===== src/hdl/fsp_pkg.sv =====
// Package: types, character codes and helpers for the format spec parser.
package fsp_pkg;

	localparam logic [7:0] CH_LBRACE = 8'h7B;
	localparam logic [7:0] CH_RBRACE = 8'h7D;
	localparam logic [7:0] CH_LT     = 8'h3C;
	localparam logic [7:0] CH_GT     = 8'h3E;
	localparam logic [7:0] CH_CARET  = 8'h5E;
	localparam logic [7:0] CH_EQ     = 8'h3D;
	localparam logic [7:0] CH_PLUS   = 8'h2B;
	localparam logic [7:0] CH_MINUS  = 8'h2D;
	localparam logic [7:0] CH_HASH   = 8'h23;
	localparam logic [7:0] CH_POINT  = 8'h2E;
	localparam logic [7:0] CH_ZERO   = 8'h30;
	localparam logic [7:0] CH_NINE   = 8'h39;

	typedef enum logic [3:0] {
		PH_START  = 4'd0,
		PH_HELD   = 4'd1,
		PH_SIGN   = 4'd2,
		PH_PREFIX = 4'd3,
		PH_WIDTH  = 4'd4,
		PH_PREC   = 4'd5,
		PH_DONE   = 4'd6
	} fsp_phase_t;

	typedef enum logic [2:0] {
		K_BEGIN  = 3'd0,
		K_END    = 3'd1,
		K_ALIGN  = 3'd2,
		K_SIGN   = 3'd3,
		K_PREFIX = 3'd4,
		K_POINT  = 3'd5,
		K_NUMBER = 3'd6,
		K_TYPE   = 3'd7
	} fsp_kind_t;

	typedef struct packed {
		logic [7:0] fill_char;
		logic [7:0] align_char;
		logic [7:0] sign_char;
		logic [7:0] prefix_char;
		logic [7:0] field_width;
		logic [7:0] point_char;
		logic [7:0] precision;
		logic [7:0] type_char;
	} fsp_rec_t;

	typedef struct packed {
		fsp_phase_t phase;
		logic       held_valid;
		logic [7:0] held_char;
		fsp_rec_t   rec;
	} fsp_state_t;

	function automatic fsp_kind_t fsp_classify(input logic [7:0] c);
		fsp_kind_t k;
		if (c == CH_LBRACE) k = K_BEGIN;
		else if (c == CH_RBRACE) k = K_END;
		else if (c == CH_LT || c == CH_GT || c == CH_CARET || c == CH_EQ) k = K_ALIGN;
		else if (c == CH_PLUS || c == CH_MINUS) k = K_SIGN;
		else if (c == CH_HASH) k = K_PREFIX;
		else if (c == CH_POINT) k = K_POINT;
		else if (c >= CH_ZERO && c <= CH_NINE) k = K_NUMBER;
		else k = K_TYPE;
		return k;
	endfunction

	function automatic logic [7:0] fsp_add_digit(input logic [7:0] acc, input logic [7:0] c);
		logic [7:0] d;
		d = c - CH_ZERO;
		return {acc[4:0], 3'b000} + {acc[6:0], 1'b0} + d;
	endfunction

endpackage


===== src/hdl/format_spec_parser.sv =====
// Top level: format spec parser with input stage, parse state and result register.
// The last character passes the input stage, then loads the result register.
// Throughput: one character per cycle when not stalled; state updates in one step.
// A pending record stalls the input stage only when another last character waits.
// Reset (arst_n low, asynchronous) clears the parse state and both valid flags.
module format_spec_parser (
	input  logic       clk,
	input  logic       arst_n,
	input  logic       char_valid,
	output logic       char_ready,
	input  logic [7:0] char_byte,
	input  logic       char_present,
	input  logic       last_char,
	output logic       rec_valid,
	input  logic       rec_ready,
	output logic [7:0] fill_char,
	output logic [7:0] align_char,
	output logic [7:0] sign_char,
	output logic [7:0] prefix_char,
	output logic [7:0] field_width,
	output logic [7:0] point_char,
	output logic [7:0] precision,
	output logic [7:0] type_char
);
	import fsp_pkg::*;

	logic       valid_s1;
	logic [7:0] byte_s1;
	logic       present_s1;
	logic       last_s1;
	logic       adv;
	fsp_state_t state_q;
	fsp_state_t state_nxt;
	fsp_rec_t   rec_nxt;
	fsp_rec_t   rec_q;
	logic       rec_valid_q;

	assign adv        = valid_s1 && (!last_s1 || !rec_valid_q || rec_ready);
	assign char_ready = !valid_s1 || adv;

	always_ff @(posedge clk or negedge arst_n) begin
		if (!arst_n) begin
			valid_s1 <= 1'b0;
		end else if (char_ready) begin
			valid_s1 <= char_valid;
		end
	end

	always_ff @(posedge clk) begin
		if (char_ready && char_valid) begin
			byte_s1    <= char_byte;
			present_s1 <= char_present;
			last_s1    <= last_char;
		end
	end

	fsp_step u_step (
		.cur          (state_q),
		.char_byte    (byte_s1),
		.char_present (present_s1),
		.last_char    (last_s1),
		.nxt          (state_nxt),
		.rec          (rec_nxt)
	);

	always_ff @(posedge clk or negedge arst_n) begin
		if (!arst_n) begin
			state_q <= '{phase: PH_START, held_valid: 1'b0, held_char: 8'h00, rec: '0};
		end else if (adv) begin
			state_q <= state_nxt;
		end
	end

	always_ff @(posedge clk or negedge arst_n) begin
		if (!arst_n) begin
			rec_valid_q <= 1'b0;
		end else if (adv && last_s1) begin
			rec_valid_q <= 1'b1;
		end else if (rec_ready) begin
			rec_valid_q <= 1'b0;
		end
	end

	always_ff @(posedge clk) begin
		if (adv && last_s1) begin
			rec_q <= rec_nxt;
		end
	end

	assign rec_valid   = rec_valid_q;
	assign fill_char   = rec_q.fill_char;
	assign align_char  = rec_q.align_char;
	assign sign_char   = rec_q.sign_char;
	assign prefix_char = rec_q.prefix_char;
	assign field_width = rec_q.field_width;
	assign point_char  = rec_q.point_char;
	assign precision   = rec_q.precision;
	assign type_char   = rec_q.type_char;

	a_last_loads_rec: assert property (@(posedge clk) disable iff (!arst_n)
		adv && last_s1 |=> rec_valid_q)
		else $error("record not loaded after last character");

	a_last_restarts: assert property (@(posedge clk) disable iff (!arst_n)
		adv && last_s1 |=> state_q.phase == PH_START && !state_q.held_valid)
		else $error("parse state not restarted after last character");

	a_held_phase: assert property (@(posedge clk) disable iff (!arst_n)
		state_q.held_valid == (state_q.phase == PH_HELD))
		else $error("held flag out of step with phase");

endmodule


===== src/hdl/fsp_step.sv =====
// Next-state and record logic for one spec character.
module fsp_step (
	input  fsp_pkg::fsp_state_t cur,
	input  logic [7:0]          char_byte,
	input  logic                char_present,
	input  logic                last_char,
	output fsp_pkg::fsp_state_t nxt,
	output fsp_pkg::fsp_rec_t   rec
);
	import fsp_pkg::*;

	fsp_kind_t  kind;
	fsp_state_t upd;
	logic       fall_sign;
	logic       fall_prefix;
	logic       fall_width;

	assign kind        = fsp_classify(char_byte);
	assign fall_sign   = (cur.phase == PH_SIGN) ||
		((cur.phase == PH_START) && (kind != K_ALIGN) && (kind != K_TYPE));
	assign fall_prefix = (cur.phase == PH_PREFIX) || (fall_sign && (kind != K_SIGN));
	assign fall_width  = (cur.phase == PH_WIDTH) || (fall_prefix && (kind != K_PREFIX));

	always_comb begin
		upd = cur;
		if (char_present && (cur.phase != PH_DONE)) begin
			if (cur.phase == PH_HELD) begin
				if (kind == K_ALIGN) begin
					upd.rec.fill_char  = cur.held_char;
					upd.rec.align_char = char_byte;
					upd.phase          = PH_SIGN;
				end else begin
					upd.rec.type_char = cur.held_char;
					upd.phase         = PH_DONE;
				end
				upd.held_char  = '0;
				upd.held_valid = 1'b0;
			end else if (cur.phase == PH_START && kind == K_ALIGN) begin
				upd.rec.align_char = char_byte;
				upd.phase          = PH_SIGN;
			end else if (cur.phase == PH_START && kind == K_TYPE) begin
				upd.held_char  = char_byte;
				upd.held_valid = 1'b1;
				upd.phase      = PH_HELD;
			end else if (fall_sign && kind == K_SIGN) begin
				upd.rec.sign_char = char_byte;
				upd.phase         = PH_PREFIX;
			end else if (fall_prefix && kind == K_PREFIX) begin
				upd.rec.prefix_char = char_byte;
				upd.phase           = PH_WIDTH;
			end else if (fall_width && kind == K_NUMBER) begin
				upd.rec.field_width = fsp_add_digit(cur.rec.field_width, char_byte);
				upd.phase           = PH_WIDTH;
			end else if (fall_width && kind == K_POINT) begin
				upd.rec.point_char = char_byte;
				upd.phase          = PH_PREC;
			end else if (cur.phase == PH_PREC && kind == K_NUMBER) begin
				upd.rec.precision = fsp_add_digit(cur.rec.precision, char_byte);
			end else begin
				if (kind != K_END) upd.rec.type_char = char_byte;
				upd.phase = PH_DONE;
			end
		end
		// repair a held first character at end of spec
		if (last_char && upd.phase == PH_HELD && upd.held_valid) begin
			upd.rec.type_char = upd.held_char;
			upd.phase         = PH_DONE;
		end
	end

	always_comb begin
		rec = upd.rec;
		nxt = upd;
		if (last_char) begin
			nxt.phase      = PH_START;
			nxt.held_valid = 1'b0;
			nxt.held_char  = '0;
			nxt.rec        = '0;
		end
	end

endmodule

===== config.mk =====
export PLATFORM = sky130hd
export DESIGN_NAME = format_spec_parser
export DESIGN_NICKNAME = d
export VERILOG_FILES = /design/src/hdl/fsp_pkg.sv /design/src/hdl/format_spec_parser.sv /design/src/hdl/fsp_step.sv
export SDC_FILE = /design/constraint.sdc
export NUM_CORES = 1
export LEC_CHECK = 0
export ABC_AREA = 1
export BUFFER_PORTS_ARGS = -buffer_cell sky130_fd_sc_hd__clkbuf_2
export CORE_MARGIN = 2
export CORE_UTILIZATION = 54
export DETAILED_ROUTE_END_ITERATION = 7
export GPL_TIMING_DRIVEN = 0
export PLACE_DENSITY_LB_ADDON = 0.05
export SYNTH_ARGS = -nofsm -noshare
export SYNTH_HDL_FRONTEND = slang
export SYNTH_SLANG_ARGS = --single-unit

===== constraint.sdc =====
create_clock -name clk -period 5.3 [get_ports clk]
set_input_delay 0.53 -clock clk [delete_from_list [all_inputs] [get_ports clk]]
set_output_delay 0.53 -clock clk [all_outputs]
set_load 0.01 [all_outputs]

==> results_tabular.tex <==
\begin{tabular}{lr}
\hline
Metric & Value \\
\hline
\multicolumn{2}{l}{\textbf{Run status}} \\
Status & finished clean \\
\multicolumn{2}{l}{\textbf{Detailed routing}} \\
Routed met2 length & 9110 um \\
\# DRC & 0 \\
Vias per cell & 5.44 \\
Top sig layer & met4 \\
First-pass iteration count of the detailed router & 5 \\
Total via count in the routed design & 6311 \\
Amount of wire on met3 after detailed routing & 1250 um \\
Remaining number of nets flagged by the antenna check after routing & 0 \\
M1 WL & 9250 um \\
Routed wire length & 20200 um \\
Number of DRC violations after detailed-routing iteration 0 & 505 \\
Wire per inst & 17.4 um \\
\multicolumn{2}{l}{\textbf{Place}} \\
HPWL after detailed placement & 14400 um \\
Number of buffer cells added on primary ports & 79 \\
Post-placement worst setup slack & 1.38 ns \\
Instance area at placement & 8640 um2 \\
Post-placement cell count & 1130 \\
Final weighted congestion in routability-driven placement & 0.933 \\
\multicolumn{2}{l}{\textbf{Finish}} \\
Non-Filler Instances & 1161 \\
Filler Cells Inserted & 1228 \\
Share of post-route cells with drive strength above 1 & 17.8\% \\
Syn-to-layout area delta & 14.9\% \\
Leading cell type in the layout, fill and taps excluded & sky130\_fd\_sc\_hd\_\_nand2\_1 \\
Commonest non-fill, non-tap cells in the layout & sky130\_fd\_sc\_hd\_\_nand2\_1, sky130\_fd\_sc\_hd\_\_inv\_1, sky130\_fd\_sc\_hd\_\_dfrtp\_1 \\
Number of nets in the layout & 1006 \\
Final core utilization & 63.2\% \\
Antenna diode instance count & 0 \\
Final Cell Area & 9150 um2 \\
\multicolumn{2}{l}{\textbf{Clocking}} \\
H-tree depth & 4 \\
\# Post-CTS Setup Buffers & 0 \\
Clock slew at reported path FFs & 0.06 ns \\
Total number of clock tree sinks & 153 \\
CTS tree & done \\
CTS Buf Count & 17 \\
Quantity of hold-fixing buffers added after cts & 0 \\
CTS Root Cell & sky130\_fd\_sc\_hd\_\_clkbuf\_16 \\
Clock latency on the worst-skew pair & 0.42 ns \\
Post-cts resize count & 0 \\
Deepest clock path buffer count & 2 \\
\multicolumn{2}{l}{\textbf{GRT}} \\
Maximum number of pins on one net before global-route repair & 60 \\
GRT Resource Usage Total & 26.7\% \\
First-pass GRT wire length & 32500 um \\
Remaining global-route overflow & 0 \\
Number of global-route vias before repair & 6269 \\
Number of antenna violations at the first check in global routing & 0 \\
\multicolumn{2}{l}{\textbf{Timing}} \\
Crit path time final & 3.90 ns \\
Achievable Freq & 0.257 GHz \\
Number of max-slew violations in the final report & 0 \\
Unrepaired setup endpoints after global routing & no \\
Final Hold Violating Endpoints & 0 \\
WHS & 0.0413 ns \\
Clock skew after layout & 0.0101 ns \\
Worst Max-Slew Pin Slew & 1.24 ns \\
Final setup slack of the worst path & 1.40 ns \\
Worst slew slack as a fraction of its limit & 17.1\% \\
Sum of negative setup slack & 0 ns \\
Setup Viol. Count Final & 0 \\
Fraction of the cycle the final worst path needs & 73.5\% \\
\multicolumn{2}{l}{\textbf{Power}} \\
PwrDens & 332 nW/um2 \\
Highest ir drop seen on vdd & 0.212 mV \\
Sequential cell fraction of total power & 45.6\% \\
Switching power as a share of total power & 30.9\% \\
Leakage power & 4.55 nW \\
Clock group share of total power & 35.5\% \\
Cell Int Power & 2.10 mW \\
Net Switching & 938 uW \\
PnR Total Power & 3.04 mW \\
Relative contribution of combinational cells to total power & 18.9\% \\
\multicolumn{2}{l}{\textbf{Synthesis}} \\
Distinct cell type count of the synthesized netlist & 45 \\
Share of synthesized registers carrying an async set or reset & 51.6\% \\
Syn\_nets & 906 \\
Mean instance size in the synthesized netlist & 9.21 um2 \\
Post-synthesis cell area & 7970 um2 \\
Cell type with the highest aggregate area in the netlist & sky130\_fd\_sc\_hd\_\_edfxtp\_1 \\
Yosys top cell area share & 27.9\% \\
Register area share after synthesis & 52.7\% \\
Number of flops mapped to enable cells by yosys & 74 \\
Biggest area contributors in the synthesized netlist & sky130\_fd\_sc\_hd\_\_edfxtp\_1, sky130\_fd\_sc\_hd\_\_dfrtp\_1, sky130\_fd\_sc\_hd\_\_nand2\_1 \\
Number of flip-flops and latches in the synthesized netlist & 153 \\
Most used flip-flop cell after synthesis & sky130\_fd\_sc\_hd\_\_dfrtp\_1 \\
Yosys warning count & 0 \\
Post-synthesis cell count & 865 \\
\multicolumn{2}{l}{\textbf{Flow run}} \\
Maximum Capacitance Violations & 0 \\
\multicolumn{2}{l}{\textbf{Floorplan}} \\
Row Count & 44 \\
Die outline area & 15700 um2 \\
Count of pins on the block boundary & 80 \\
Core ar. & 14500 um2 \\
Vertical die dimension & 125 um \\
Die Span X & 125 um \\
Initial core utilization & 55.0\% \\
\multicolumn{2}{l}{\textbf{Critical path}} \\
Worst Setup Start Kind & flip-flop \\
Required @ worst endpoint & 5.64 ns \\
Critical Path End Type & flip-flop \\
Critical path type & flip-flop to flip-flop \\
Crit Path Max Fanout & 10 \\
CP arrival & 4.24 ns \\
\multicolumn{2}{l}{\textbf{Worst hold path}} \\
Hold WC Path Type & input port to async pin \\
\hline
\end{tabular}
==> final cells by class <==
class,instances,area (um2),area share (%)
Buffer,27,113,1.23
Clock buffer,20,437,4.77
Clock inverter,11,75.1,0.820
Inverter,170,638,6.97
Multi-Input combinational cell,515,3020,32.9
Sequential cell,153,4200,45.9
Tap cell,184,230,2.52
Timing Repair Buffer,81,445,4.87
==> synth_stat cells (5+ instances only) <==
cell                       number
sky130_fd_sc_hd__edfxtp_1      74
sky130_fd_sc_hd__o211ai_1       6
sky130_fd_sc_hd__fa_1          10
sky130_fd_sc_hd__nand4_1       12
sky130_fd_sc_hd__nor2_2         8
sky130_fd_sc_hd__a22o_1         5
sky130_fd_sc_hd__inv_2          5
sky130_fd_sc_hd__nand2_1      171
sky130_fd_sc_hd__nor3_1         5
sky130_fd_sc_hd__o21ai_0       74
sky130_fd_sc_hd__inv_1        164
sky130_fd_sc_hd__o22ai_1       29
sky130_fd_sc_hd__o21ai_1       16
sky130_fd_sc_hd__ha_1          17
sky130_fd_sc_hd__xor2_1         9
sky130_fd_sc_hd__dfrtp_1       79
sky130_fd_sc_hd__xnor2_1        7
sky130_fd_sc_hd__nand2_4        5
sky130_fd_sc_hd__nand3_1       31
sky130_fd_sc_hd__a21oi_1       17
sky130_fd_sc_hd__nand2_2       23
sky130_fd_sc_hd__nor2_1        39
sky130_fd_sc_hd__clkbuf_1      22
==> layer usage <==
layer / track usage [%] / vias up
met2: 40.4 / 247
met4: 11.8 / 0
met1: 37.9 / 2998
li1: - / 3021
met3: 5.18 / 45
met5: 0 / -
==> cell families after synthesis <==
group           count (synthesis)  share of synthesized area, %
compound gates                162                          12.0
xor+xnor                       16                          1.76
fa+ha+maj                      27                          5.18
buf+inv                       197                          9.42
flops                         153                          52.7
simple gates                  310                          18.9
==> critical path, cell delays in order, from the launching register on <==
cell,delay (ns)
sky130_fd_sc_hd__edfxtp_1,0.46
sky130_fd_sc_hd__a31oi_1,1.02
sky130_fd_sc_hd__clkinv_1,0.58
sky130_fd_sc_hd__nor2_1,0.88
sky130_fd_sc_hd__clkbuf_1,0.62
sky130_fd_sc_hd__nand3_1,0.14
sky130_fd_sc_hd__o21ai_0,0.10
==> registers in the layout, summed over array words and instances, names as in the netlist <==
name,count
state_q,77
align_char,8
byte_s1,8
field_width,8
fill_char,8
point_char,8
precision,8
prefix_char,8
sign_char,8
type_char,8
last_s1,1
present_s1,1
rec_valid,1
valid_s1,1
==> path summary, 6_finish.rpt <==
check                                  start  depth (start not counted)  slack [ns]          end
worst max-delay path                 last_s1                          6        1.40  state_q[72]
worst min-delay path                  arst_n                          1        0.04  state_q[11]
worst max register to register       last_s1                          6        1.40  state_q[72]
worst min register to register   state_q[55]                          2        0.50  state_q[55]
max in group asynchronous             arst_n                          2        4.61  state_q[54]
min in group clk                char_byte[5]                          1        0.28   byte_s1[5]
==> power groups by stage <==
stage | Clock (mW) | Combinational [mW] | Sequential [mW]
6_report | 1.08 | 0.574 | 1.39
5_1_grt | 1.14 | 0.639 | 1.39
4_1_cts | 1.09 | 0.568 | 1.38
3_5_place_dp | 0 | 0.563 | 1.41
3_3_place_gp | 0 | 0.549 | 1.41
2_1_floorplan | 0 | 0.382 | 1.40
Power figures use the tool's default switching activity.
